### src/sv/bwme_pkg.sv
// ----------------------------------------------------------------------------
// bwme_pkg: shared types and constants of the bus word Manchester encoder
// Word kinds, sync patterns, chip vector and queue sizing.
// ----------------------------------------------------------------------------
package bwme_pkg;

	localparam int ADDR_W        = 5;
	localparam int COUNT_W       = 5;
	localparam int WORD_W        = 16;
	localparam int SYNC_W        = 6;
	localparam int CHIP_W        = SYNC_W + 2 * (WORD_W + 1);
	localparam int BYTE_W        = 8;
	localparam int BYTES_PER_WORD = CHIP_W / BYTE_W;
	localparam int REM_W         = $clog2(BYTES_PER_WORD);

	localparam int QUEUE_DEPTH   = 2;
	localparam int QUEUE_AW      = (QUEUE_DEPTH > 1) ? $clog2(QUEUE_DEPTH) : 1;
	localparam int QUEUE_CW      = $clog2(QUEUE_DEPTH + 1);

	localparam logic [SYNC_W-1:0] SYNC_CMD_STATUS = 6'b100101;
	localparam logic [SYNC_W-1:0] SYNC_DATA       = 6'b011010;

	typedef enum logic [1:0] {
		OP_COMMAND = 2'd0,
		OP_STATUS  = 2'd1,
		OP_DATA    = 2'd2
	} opcode_t;

	typedef logic [CHIP_W-1:0] chip_word_t;

	typedef struct packed {
		logic full;
		logic empty;
	} queue_status_t;

endpackage

### src/sv/bwme_if.sv
// ----------------------------------------------------------------------------
// bwme_req_if / bwme_byte_if: valid-ready channels of the encoder
// Request channel carries one word request, byte channel one chip byte.
// ----------------------------------------------------------------------------
interface bwme_req_if;
	logic                        valid;
	logic                        ready;
	logic [1:0]                  opcode;
	logic [bwme_pkg::ADDR_W-1:0] target_address;
	logic                        transmit;
	logic [4:0]                  subaddress;
	logic [bwme_pkg::COUNT_W-1:0] word_count;
	logic                        message_error;
	logic                        service_request;
	logic                        group_command;
	logic                        busy_flag;
	logic                        subsystem_flag;
	logic                        terminal_flag;
	logic [bwme_pkg::WORD_W-1:0] data_value;

	modport source (
		output valid, opcode, target_address, transmit, subaddress, word_count,
		       message_error, service_request, group_command, busy_flag,
		       subsystem_flag, terminal_flag, data_value,
		input  ready
	);
	modport sink (
		input  valid, opcode, target_address, transmit, subaddress, word_count,
		       message_error, service_request, group_command, busy_flag,
		       subsystem_flag, terminal_flag, data_value,
		output ready
	);
endinterface

interface bwme_byte_if;
	logic                        valid;
	logic                        ready;
	logic [bwme_pkg::BYTE_W-1:0] out_byte;
	logic                        last_byte;

	modport source (output valid, out_byte, last_byte, input ready);
	modport sink   (input valid, out_byte, last_byte, output ready);
endinterface

### src/sv/bwme_front.sv
// ----------------------------------------------------------------------------
// bwme_front: request intake and word builder
// Classifies each request, forms the 17-bit word with odd parity last and
// expands it with its sync pattern into a 40-chip vector for the queue.
// ----------------------------------------------------------------------------
module bwme_front (
	input  logic                          clk,
	input  logic                          arst_n,
	input  logic                          cfg_we,
	input  logic [bwme_pkg::ADDR_W-1:0]   cfg_data,
	bwme_req_if.sink                      req,
	input  bwme_pkg::queue_status_t       status,
	output logic                          push,
	output bwme_pkg::chip_word_t          push_data
);

	logic [bwme_pkg::ADDR_W-1:0] own_address_q;
	logic                        valid_s1;
	bwme_pkg::chip_word_t        chips_s1;

	logic                        accept;
	logic                        known;
	logic [bwme_pkg::WORD_W-1:0] content;
	logic [bwme_pkg::SYNC_W-1:0] sync;
	logic [bwme_pkg::WORD_W:0]   word17;
	bwme_pkg::chip_word_t        chips;

	assign push      = valid_s1 && !status.full;
	assign req.ready = !valid_s1 || !status.full;
	assign accept    = req.valid && req.ready;
	assign push_data = chips_s1;

	always_comb begin
		known   = 1'b1;
		content = '0;
		sync    = bwme_pkg::SYNC_CMD_STATUS;
		case (req.opcode)
			bwme_pkg::OP_COMMAND: begin
				content = {req.target_address, req.transmit, req.subaddress,
				           req.word_count};
			end
			bwme_pkg::OP_STATUS: begin
				content = {own_address_q, req.message_error, req.service_request,
				           3'b000, req.group_command, req.busy_flag,
				           req.subsystem_flag, 1'b0, req.terminal_flag, 1'b0};
			end
			bwme_pkg::OP_DATA: begin
				content = req.data_value;
				sync    = bwme_pkg::SYNC_DATA;
			end
			default: begin
				known = 1'b0;
			end
		endcase
	end

	// Parity goes last for every word kind.
	assign word17 = {content, ~(^content)};

	// A one is sent high then low, a zero low then high.
	always_comb begin
		chips = '0;
		chips[bwme_pkg::CHIP_W-1 -: bwme_pkg::SYNC_W] = sync;
		for (int i = 0; i <= bwme_pkg::WORD_W; i++) begin
			chips[2*i+1 -: 2] = word17[i] ? 2'b10 : 2'b01;
		end
	end

	always_ff @(posedge clk or negedge arst_n) begin
		if (!arst_n) begin
			own_address_q <= '0;
			valid_s1      <= 1'b0;
		end else begin
			if (cfg_we) begin
				own_address_q <= cfg_data;
			end
			if (accept) begin
				valid_s1 <= known;
			end else if (push) begin
				valid_s1 <= 1'b0;
			end
		end
	end

	always_ff @(posedge clk) begin
		if (accept) begin
			chips_s1 <= chips;
		end
	end

endmodule

### src/sv/bwme_queue.sv
// ----------------------------------------------------------------------------
// bwme_queue: short queue of chip vectors
// Decouples word building from byte output so each side stalls on its own.
// ----------------------------------------------------------------------------
module bwme_queue (
	input  logic                    clk,
	input  logic                    arst_n,
	input  logic                    push,
	input  bwme_pkg::chip_word_t    push_data,
	input  logic                    pop,
	output bwme_pkg::chip_word_t    head,
	output bwme_pkg::queue_status_t status
);

	bwme_pkg::chip_word_t          mem_q [bwme_pkg::QUEUE_DEPTH];
	logic [bwme_pkg::QUEUE_AW-1:0] wr_ptr_q;
	logic [bwme_pkg::QUEUE_AW-1:0] rd_ptr_q;
	logic [bwme_pkg::QUEUE_CW-1:0] cnt_q;

	logic do_push;
	logic do_pop;

	assign status.full  = (cnt_q == bwme_pkg::QUEUE_CW'(bwme_pkg::QUEUE_DEPTH));
	assign status.empty = (cnt_q == '0);
	assign do_push      = push && !status.full;
	assign do_pop       = pop && !status.empty;
	assign head         = mem_q[rd_ptr_q];

	function automatic logic [bwme_pkg::QUEUE_AW-1:0] next_ptr(
		input logic [bwme_pkg::QUEUE_AW-1:0] ptr
	);
		if (ptr == bwme_pkg::QUEUE_AW'(bwme_pkg::QUEUE_DEPTH - 1)) begin
			return '0;
		end
		return ptr + 1'b1;
	endfunction

	always_ff @(posedge clk or negedge arst_n) begin
		if (!arst_n) begin
			wr_ptr_q <= '0;
			rd_ptr_q <= '0;
			cnt_q    <= '0;
		end else begin
			if (do_push) begin
				wr_ptr_q <= next_ptr(wr_ptr_q);
			end
			if (do_pop) begin
				rd_ptr_q <= next_ptr(rd_ptr_q);
			end
			if (do_push && !do_pop) begin
				cnt_q <= cnt_q + 1'b1;
			end else if (do_pop && !do_push) begin
				cnt_q <= cnt_q - 1'b1;
			end
		end
	end

	always_ff @(posedge clk) begin
		if (do_push) begin
			mem_q[wr_ptr_q] <= push_data;
		end
	end

endmodule

### src/sv/bwme_back.sv
// ----------------------------------------------------------------------------
// bwme_back: chip byte serializer
// Takes a chip vector from the queue and sends it as five bytes, first chip
// in the MSB, flagging the fifth byte.
// ----------------------------------------------------------------------------
module bwme_back (
	input  logic                    clk,
	input  logic                    arst_n,
	input  bwme_pkg::chip_word_t    head,
	input  bwme_pkg::queue_status_t status,
	output logic                    pop,
	bwme_byte_if.source             tx
);

	localparam int SH_W = bwme_pkg::CHIP_W - bwme_pkg::BYTE_W;

	logic                        ovalid_q;
	logic [bwme_pkg::BYTE_W-1:0] byte_q;
	logic                        last_q;
	logic [SH_W-1:0]             sh_q;
	logic [bwme_pkg::REM_W-1:0]  rem_q;

	logic advance;

	assign advance      = !ovalid_q || tx.ready;
	assign pop          = advance && (rem_q == '0) && !status.empty;
	assign tx.valid     = ovalid_q;
	assign tx.out_byte  = byte_q;
	assign tx.last_byte = last_q;

	always_ff @(posedge clk or negedge arst_n) begin
		if (!arst_n) begin
			ovalid_q <= 1'b0;
			rem_q    <= '0;
		end else if (advance) begin
			if (rem_q != '0) begin
				ovalid_q <= 1'b1;
				rem_q    <= rem_q - 1'b1;
			end else if (!status.empty) begin
				ovalid_q <= 1'b1;
				rem_q    <= bwme_pkg::REM_W'(bwme_pkg::BYTES_PER_WORD - 1);
			end else begin
				ovalid_q <= 1'b0;
			end
		end
	end

	always_ff @(posedge clk) begin
		if (advance) begin
			if (rem_q != '0) begin
				byte_q <= sh_q[SH_W-1 -: bwme_pkg::BYTE_W];
				sh_q   <= {sh_q[SH_W-bwme_pkg::BYTE_W-1:0], {bwme_pkg::BYTE_W{1'b0}}};
				last_q <= (rem_q == bwme_pkg::REM_W'(1));
			end else if (!status.empty) begin
				byte_q <= head[bwme_pkg::CHIP_W-1 -: bwme_pkg::BYTE_W];
				sh_q   <= head[SH_W-1:0];
				last_q <= 1'b0;
			end
		end
	end

endmodule

### src/sv/bus_word_manchester_encoder.sv
// A request is held in the front register, then in the queue, then in the byte register.
// The byte port sends one byte per cycle while ready is high and words wait, five bytes per word.
// A two-entry queue lets new requests be taken while bytes still drain.
// A request with an undefined opcode is accepted and produces no bytes.
// Reset (arst_n low) empties the pipeline and queue and clears own_address to 0.
// ----------------------------------------------------------------------------
// bus_word_manchester_encoder: bus word Manchester encoder top level
// Front builds chip vectors, a short queue holds them, back sends the bytes.
// ----------------------------------------------------------------------------
module bus_word_manchester_encoder (
	input  logic                        clk,
	input  logic                        arst_n,
	input  logic                        cfg_we,
	input  logic [bwme_pkg::ADDR_W-1:0] cfg_data,
	bwme_req_if.sink                    req,
	bwme_byte_if.source                 tx
);

	bwme_pkg::queue_status_t status;
	bwme_pkg::chip_word_t    push_data;
	bwme_pkg::chip_word_t    head;
	logic                    push;
	logic                    pop;

	bwme_front u_front (
		.clk       (clk),
		.arst_n    (arst_n),
		.cfg_we    (cfg_we),
		.cfg_data  (cfg_data),
		.req       (req),
		.status    (status),
		.push      (push),
		.push_data (push_data)
	);

	bwme_queue u_queue (
		.clk       (clk),
		.arst_n    (arst_n),
		.push      (push),
		.push_data (push_data),
		.pop       (pop),
		.head      (head),
		.status    (status)
	);

	bwme_back u_back (
		.clk    (clk),
		.arst_n (arst_n),
		.head   (head),
		.status (status),
		.pop    (pop),
		.tx     (tx)
	);

endmodule

### src/flat_wrapper.sv
// flat-port wrapper written by rule: the top's interface ports become plain ports
module bus_word_manchester_encoder_flat 
  (clk, arst_n, cfg_we, cfg_data, req_valid, req_opcode, req_target_address, req_transmit, req_subaddress, req_word_count, req_message_error, req_service_request, req_group_command, req_busy_flag, req_subsystem_flag, req_terminal_flag, req_data_value, req_ready, tx_valid, tx_out_byte, tx_last_byte, tx_ready);
  bwme_req_if req_i ();
  bwme_byte_if tx_i ();
  input  logic clk;
  input  logic arst_n;
  input  logic cfg_we;
  input  logic [bwme_pkg::ADDR_W-1:0] cfg_data;
  input wire logic [$bits(req_i.valid)-1:0] req_valid;
  input wire logic [$bits(req_i.opcode)-1:0] req_opcode;
  input wire logic [$bits(req_i.target_address)-1:0] req_target_address;
  input wire logic [$bits(req_i.transmit)-1:0] req_transmit;
  input wire logic [$bits(req_i.subaddress)-1:0] req_subaddress;
  input wire logic [$bits(req_i.word_count)-1:0] req_word_count;
  input wire logic [$bits(req_i.message_error)-1:0] req_message_error;
  input wire logic [$bits(req_i.service_request)-1:0] req_service_request;
  input wire logic [$bits(req_i.group_command)-1:0] req_group_command;
  input wire logic [$bits(req_i.busy_flag)-1:0] req_busy_flag;
  input wire logic [$bits(req_i.subsystem_flag)-1:0] req_subsystem_flag;
  input wire logic [$bits(req_i.terminal_flag)-1:0] req_terminal_flag;
  input wire logic [$bits(req_i.data_value)-1:0] req_data_value;
  output wire logic [$bits(req_i.ready)-1:0] req_ready;
  output wire logic [$bits(tx_i.valid)-1:0] tx_valid;
  output wire logic [$bits(tx_i.out_byte)-1:0] tx_out_byte;
  output wire logic [$bits(tx_i.last_byte)-1:0] tx_last_byte;
  input wire logic [$bits(tx_i.ready)-1:0] tx_ready;
  assign req_i.valid = req_valid;
  assign req_i.opcode = req_opcode;
  assign req_i.target_address = req_target_address;
  assign req_i.transmit = req_transmit;
  assign req_i.subaddress = req_subaddress;
  assign req_i.word_count = req_word_count;
  assign req_i.message_error = req_message_error;
  assign req_i.service_request = req_service_request;
  assign req_i.group_command = req_group_command;
  assign req_i.busy_flag = req_busy_flag;
  assign req_i.subsystem_flag = req_subsystem_flag;
  assign req_i.terminal_flag = req_terminal_flag;
  assign req_i.data_value = req_data_value;
  assign req_ready = req_i.ready;
  assign tx_valid = tx_i.valid;
  assign tx_out_byte = tx_i.out_byte;
  assign tx_last_byte = tx_i.last_byte;
  assign tx_i.ready = tx_ready;
  bus_word_manchester_encoder u_core (.clk(clk), .arst_n(arst_n), .cfg_we(cfg_we), .cfg_data(cfg_data), .req(req_i), .tx(tx_i));
endmodule
### config.mk
export PLATFORM = sky130hd
export DESIGN_NAME = bus_word_manchester_encoder_flat
export DESIGN_NICKNAME = d
export VERILOG_FILES = /design/src/sv/bwme_pkg.sv /design/src/sv/bwme_if.sv /design/src/sv/bwme_front.sv /design/src/sv/bwme_queue.sv /design/src/sv/bwme_back.sv /design/src/sv/bus_word_manchester_encoder.sv /design/src/flat_wrapper.sv
export SDC_FILE = /design/constraint.sdc
export NUM_CORES = 1
export LEC_CHECK = 0
export BUFFER_PORTS_ARGS = -buffer_cell sky130_fd_sc_hd__buf_2
export CORE_MARGIN = 2
export CORE_UTILIZATION = 40
export DETAILED_ROUTE_END_ITERATION = 16
export PLACE_DENSITY_LB_ADDON = 0.05
export SLEW_MARGIN = 20
export SYNTH_ARGS = -nofsm -noshare
export SYNTH_HDL_FRONTEND = slang
export SYNTH_SLANG_ARGS = --single-unit
### constraint.sdc
create_clock -name clk -period 3.8 [get_ports clk]
set_input_delay 0.38 -clock clk [delete_from_list [all_inputs] [get_ports clk]]
set_output_delay 0.38 -clock clk [all_outputs]
set_load 0.01 [all_outputs]
* After elaboration in Yosys (flattened, before gate mapping)
Memory sizes are Yosys's and may differ from the RTL's.
Cells that the tools add are included.
** Storage, ports and cells
- Memories :: 1
- Bits in writable memories :: 80
- Logic and storage cells :: 92
- Bits in registers :: 95
** Operators by class
- $add $sub $neg :: 5
- Muxes and demuxes :: 44
- Equality and inequality tests :: 5
- Reductions and logical operators :: 25
** Memories
- u_core.u_queue.mem_q :: words 2, width 40, read ports 1, clocked after Yosys merged registers in 0, write ports 1, line bwme_queue.sv:15 : bwme_pkg::chip_word_t mem_q [bwme_pkg::QUEUE_DEPTH];
** Operators with widths (number)
- 32-bit 2-to-1 mux :: 2
- 16-bit case mux with 3 select lines :: 1
- 2-bit 2-to-1 mux :: 19
- 1-bit 2-to-1 mux :: 17
- 8-bit 2-to-1 mux :: 2
- 16-bit XOR reduction :: 1
- 1-bit logical AND :: 8
- 1-bit zero test :: 6
- 3-bit 2-to-1 mux :: 2
- 6-bit 2-to-1 mux :: 1
- 2-bit == test (second input constant) :: 2
- 2-bit zero test :: 2
- 2-bit nonzero test :: 2
- 3-bit by 1-bit == test with 1-bit output (second input constant) :: 1
- 3-bit zero test :: 1
- 3-bit nonzero test :: 1
- 3-bit OR reduction :: 1
- 3-bit by 1-bit subtractor with 3-bit output (second input constant) :: 1
- 1-bit adder (second input constant) :: 2
- 2-bit by 1-bit adder with 2-bit output (second input constant) :: 1
- 2-bit by 1-bit == test with 1-bit output (second input constant) :: 1
- 1-bit logical OR :: 2
- 2-bit by 1-bit != test with 1-bit output (second input constant) :: 1
- 2-bit AND reduction :: 1
- 2-bit by 1-bit subtractor with 2-bit output (second input constant) :: 1

* Longest topological paths before layout
- Word-level depth :: 8
- Depth in mapped cells :: 7

* Modules after synthesis
A second synthesis with hierarchy kept.
** Unflattened totals
- Cell total of the unflattened synthesis :: 387
- Area total of the unflattened synthesis :: 7205.7 um^2
** Modules (own cells, without submodules)
- bwme_queue :: area an instance 3286.9 um^2, instances 1, cells each 144
- bwme_front :: area an instance 2019.4 um^2, instances 1, cells each 138
- bwme_back :: area an instance 1899.3 um^2, instances 1, cells each 105

* Least setup slack after synthesis
No wires, ideal clock.
- Path kind :: register -> register
- Start point :: register u_core.u_back.ovalid_q (netlist: u_core.u_back.tx.valid)
- End point :: register u_core.u_back.sh_q[0], enable pin
- Required time :: 3347 ps
- Setup time :: 453 ps
- Data arrival time :: 2589 ps
- Period minus slack after synthesis :: 3042 ps
- Cell stages (with the launch flop) :: 3
- Slack :: 758 ps
- Cell sequence :: dfrtp_1 -> nor2b_1 -> a21oi_1
** On the way
- Longest elaborated chain between the ends :: 3
** Ends and longest elaborated chain
- from (decl) :: line bwme_back.sv:17 : logic ovalid_q;
- from (signal assigned) :: line bwme_back.sv:33 : ovalid_q <= 1'b0;
- from (signal assigned) :: line bwme_back.sv:37 : ovalid_q <= 1'b1;
- from (signal assigned) :: line bwme_back.sv:40 : ovalid_q <= 1'b1;
- 1-bit zero test :: line bwme_back.sv:25 : assign advance = !ovalid_q || tx.ready;
- 1-bit logical OR :: line bwme_back.sv:25
- 2-bit AND reduction (no source line)
- to (signal assigned) :: line bwme_back.sv:52 : sh_q <= {sh_q[SH_W-bwme_pkg::BYTE_W-1:0], {bwme_pkg::BYTE_W{1'b0}}};
- to (signal assigned) :: line bwme_back.sv:56 : sh_q <= head[SH_W-1:0];
- to (decl) :: line bwme_back.sv:20 : logic [SH_W-1:0] sh_q;
No other way between the ends.
A chain may end at the register's enable or synchronous reset.

* Final worst setup path
- Start point :: register u_core.u_back.rem_q[1] in the netlist's numbering
- End point :: register u_core.u_queue.cnt_q[1] in the netlist's numbering
** On the way
- Longest elaborated chain between the ends :: 7
** Ends and longest elaborated chain
- from (decl) :: line bwme_back.sv:21 : logic [bwme_pkg::REM_W-1:0] rem_q;
- from (signal assigned) :: line bwme_back.sv:38 : rem_q <= rem_q - 1'b1;
- from (signal assigned) :: line bwme_back.sv:41 : rem_q <= bwme_pkg::REM_W'(bwme_pkg::BYTES_PER_WORD - 1);
- 3-bit zero test (*) :: line bwme_back.sv:26 : assign pop = advance && (rem_q == '0) && !status.empty;
- 1-bit logical AND (*) (2 in series) :: line bwme_back.sv:26
- 1-bit logical AND (*) :: line bwme_queue.sv:26 : assign do_pop = pop && !status.empty;
- 1-bit zero test :: line bwme_queue.sv:50 : if (do_push && !do_pop) begin
- 1-bit logical AND :: line bwme_queue.sv:50
- 2-bit 2-to-1 mux / 2-bit nonzero test (equally long branches)
- to (signal assigned) :: line bwme_queue.sv:51 : cnt_q <= cnt_q + 1'b1;
- to (signal assigned) :: line bwme_queue.sv:53 : cnt_q <= cnt_q - 1'b1;
- to (decl) :: line bwme_queue.sv:18 : logic [bwme_pkg::QUEUE_CW-1:0] cnt_q;
Every way passes the cells marked *; elsewhere a longest branch is shown, timed or not.

==> impl_metrics.yaml <==
status:
  outcome: "finished clean"
route:
  firstDrtPassIters: 5
  routedWlPerCell_um: 15.6
  dr.first_iter.drc_count: 215
  via_per_inst: 4.61
  drt-total-wl_um: 10900
  vias: 3223
  postRouteAntennaNets: 0
  post-route-drc-count: 0
yosys:
  syn_area_per_cell_um2: 16.2
  synth_edf_count: 149
  synth_area_leaders: "edfxtp_1 (69%), mux2i_1 (8.2%), dfrtp_1 (5.4%)"
  syn_inst: 398
  yosysTopAreaCell: "edfxtp_1"
  ys_warn_count: 0
  synth_flop_cell: "edfxtp_1"
  syn_nets: 449
  netlist.area_leader.share_pct: 69.2
  ys_seq_area_share_pct: 74.6
  yosysUniqueCellTypes: 33
  yosys_register_bits: 163
  synth_common_cells: "edfxtp_1 (149), mux2i_1 (53), nand2_1 (35), o21ai_1 (28), inv_1 (18)"
  syn_area_um2: 6460
  synthArstFlopShare_pct: 8.59
  synth_most_common_cell: "edfxtp_1"
global_routing:
  grt-ovfl-total: 0
  grt_usage_pct: 13.6
  grt_pass1_vias: 3274
  grt_pass1_wl_um: 17500
  antenna_found_initial: 0
  grt_max_degree: 61
floorplan:
  pin_count: 61
  coreArea_um2: 15800
  die_w_um: 131
  num_rows: 46
  start_util_pct: 40.8
  fp.dieH_um: 131
  die-area_um2: 17200
sta:
  rsz0062_at_grt: "no"
  drv_slew: 0
  fmax_ghz: 0.474
  hold_viol_final: 0
  finalSetupViolCount: 0
  setup_slack_ps: 1690
  finalClockSkew_ps: 6.82
  tns_ps: 0
  fin_crit_sh_pct: 55.5
  min_period_ps: 2110
  relSlewSlack_pct: 35.0
  worst_pin_slew_ps: 973
setup_path:
  reg2reg_setup_slack_ps: 1690
  crit_fanout: 6
  startpoint_type: "flip-flop"
  crit_chain: "or3_2 -> or3_1 -> ha_1 -> xor2_1 -> nor2_1 -> xor2_1"
  slowest_stage: "or3_2"
  crit_start: "u_core.u_back.rem_q[1]"
  ff2ff_path_depth: 6
  cpPeakStageDelay_ps: 510
  r2r-start: "u_core.u_back.rem_q[1]"
  critPathCaptureType: "flip-flop"
  crit_top_cell: "xor2_1"
  arrival_ps: 2440
  critPathCapture: "u_core.u_queue.cnt_q[1]"
  cp.required_ps: 4140
  critPathKind: "flip-flop to flip-flop"
  rr_endpoint: "u_core.u_queue.cnt_q[1]"
power:
  switching_power_uw: 1670
  switching_share_pct: 27.8
  pwr-share-clk_pct: 29.8
  irDropWorstVdd_mv: 0.378
  intPower_uw: 4360
  seqPwrFrac_pct: 48.8
  p_leak_uw: 0.00292
  combPwrFrac_pct: 21.4
  p_per_area_nw_per_um2: 784
clocking:
  cts_made_buffers: 17
  cts_tree: "done"
  clk_pin_slew_ps: 60
  cts_setup_buffers: 0
  cts_resized: 0
  ctsLongestPathBuffers: 2
  clk_latency_ps: 410
  hold_buffers: 1
  cts_sinks: 163
  htree_levels: 4
  root_buffer: "clkbuf_16"
cells_and_area:
  drive_gt1_share_pct: 25.3
  layout.area.seq_um2: 4830
  stdcell_count: 699
  antenna-diode-count: 0
  multi_input_area_um2: 1500
  n_fill_cell: 1374
  syn2layout_area_growth_pct: 19.0
  fin_nets: 521
place:
  routabilityCongestion: 0.692
  dp.cells: 666
  numPortBuffers: 60
  place_ws_ps: 1480
  hpwl_um: 7010
worst_hold_path:
  worstHoldPathType: "input pin to flip-flop"
run:
  maxCapViolCount: 0
-- how the worst min path moves through the flow --
stage	startpoint	end	cells past startpoint
after global placement	arst_n	u_core.u_front.own_address_q[1]	1
after detailed placement	arst_n	u_core.u_front.own_address_q[1]	1
final	req_valid	u_core.u_front.valid_s1	3
after floorplan	arst_n	u_core.u_back.rem_q[0]	0
after CTS	req_valid	u_core.u_front.valid_s1	3
after global routing	req_valid	u_core.u_front.valid_s1	3
-- kinds of logic after synthesis --
group,Yosys count,synth area share (%)
XOR/XNOR,24,3.48
AO/OA/AOI/OAI,49,5.48
AND/OR/NAND/NOR,69,4.76
multiplexers,58,9.08
buffers and inverters,34,2.36
adder cells (fa/ha/maj),1,0.194
flip-flops,163,74.6
-- routing by layer --
layer,GRT usage (%),wire [µm]
met3,3.28,403
met1,18.5,5290
met5,0,0
met2,21.1,5130
met4,5.98,68
-- power groups by stage --
stage                     combinational, µW  clock (µW)  sequential [µW]
final                                  1290        1800             2950
after detailed placement               1330           0             2990
after floorplan                         958           0             2910
after global placement                 1320           0             2980
after CTS                              1340        1840             2960
after global routing                   1460        1920             3010
-- critical path: cells and delay by family (launching register included) --
family / cells / cell delay (ps)
fa+ha+maj: 1 / 220
simple gates: 3 / 1100
xor+xnor: 2 / 280
flops: 1 / 430
-- final cells by class --
class | instances | area share (%)
flip-flops and latches | 163 | 62.7
multi-input cells | 201 | 19.5
clock buffers | 24 | 7.53
repair buffers | 69 | 4.81
well taps | 216 | 3.51
clock inverters | 8 | 1.01
inverters | 18 | 0.878
-- registers in the layout, indices dropped and copies added (netlist names) --
name / flops
u_core.u_back.rem_q: 3
u_core.u_queue.wr_ptr_q: 1
u_core.u_queue.cnt_q: 2
u_core.u_back.tx.out_byte: 8
u_core.u_back.tx.valid: 1
u_core.u_back.tx.last_byte: 1
u_core.u_queue.rd_ptr_q: 1
u_core.u_front.push_data: 36
u_core.u_front.own_address_q: 5
u_core.u_back.sh_q: 32
u_core.u_front.valid_s1: 1
u_core.u_queue.mem_q: 72
-- stage by stage --
step	hold slack [ps]	utilization [%]	area, µm²	power [µW]
2_1_floorplan	84.4	-	6460	3870
3_3_place_gp	302	44.4	7030	4300
3_5_place_dp	306	44.4	7030	4320
4_1_cts	151	48.6	7690	6130
5_1_grt	155	48.6	7690	6390
6_report	172	48.6	7690	6030
-- layout by cell type (no fill, tap or decap), types with 3 or more instances in the layout --
cell and n:
or2_1 3, buf_4 8, buf_2 60, mux2_2 5, nand2_1 35, o21ai_1 28, dfrtp_1 13, nor2_1 14
clkbuf_16 23, xor2_1 6, inv_1 18, edfxtp_1 149, o21a_1 6, clkinv_2 3, o2bb2ai_2 9, mux2i_1 53
nor2_2 4, nor2b_1 3, xnor2_1 16
No activity file was read; power rests on OpenSTA's default activity.
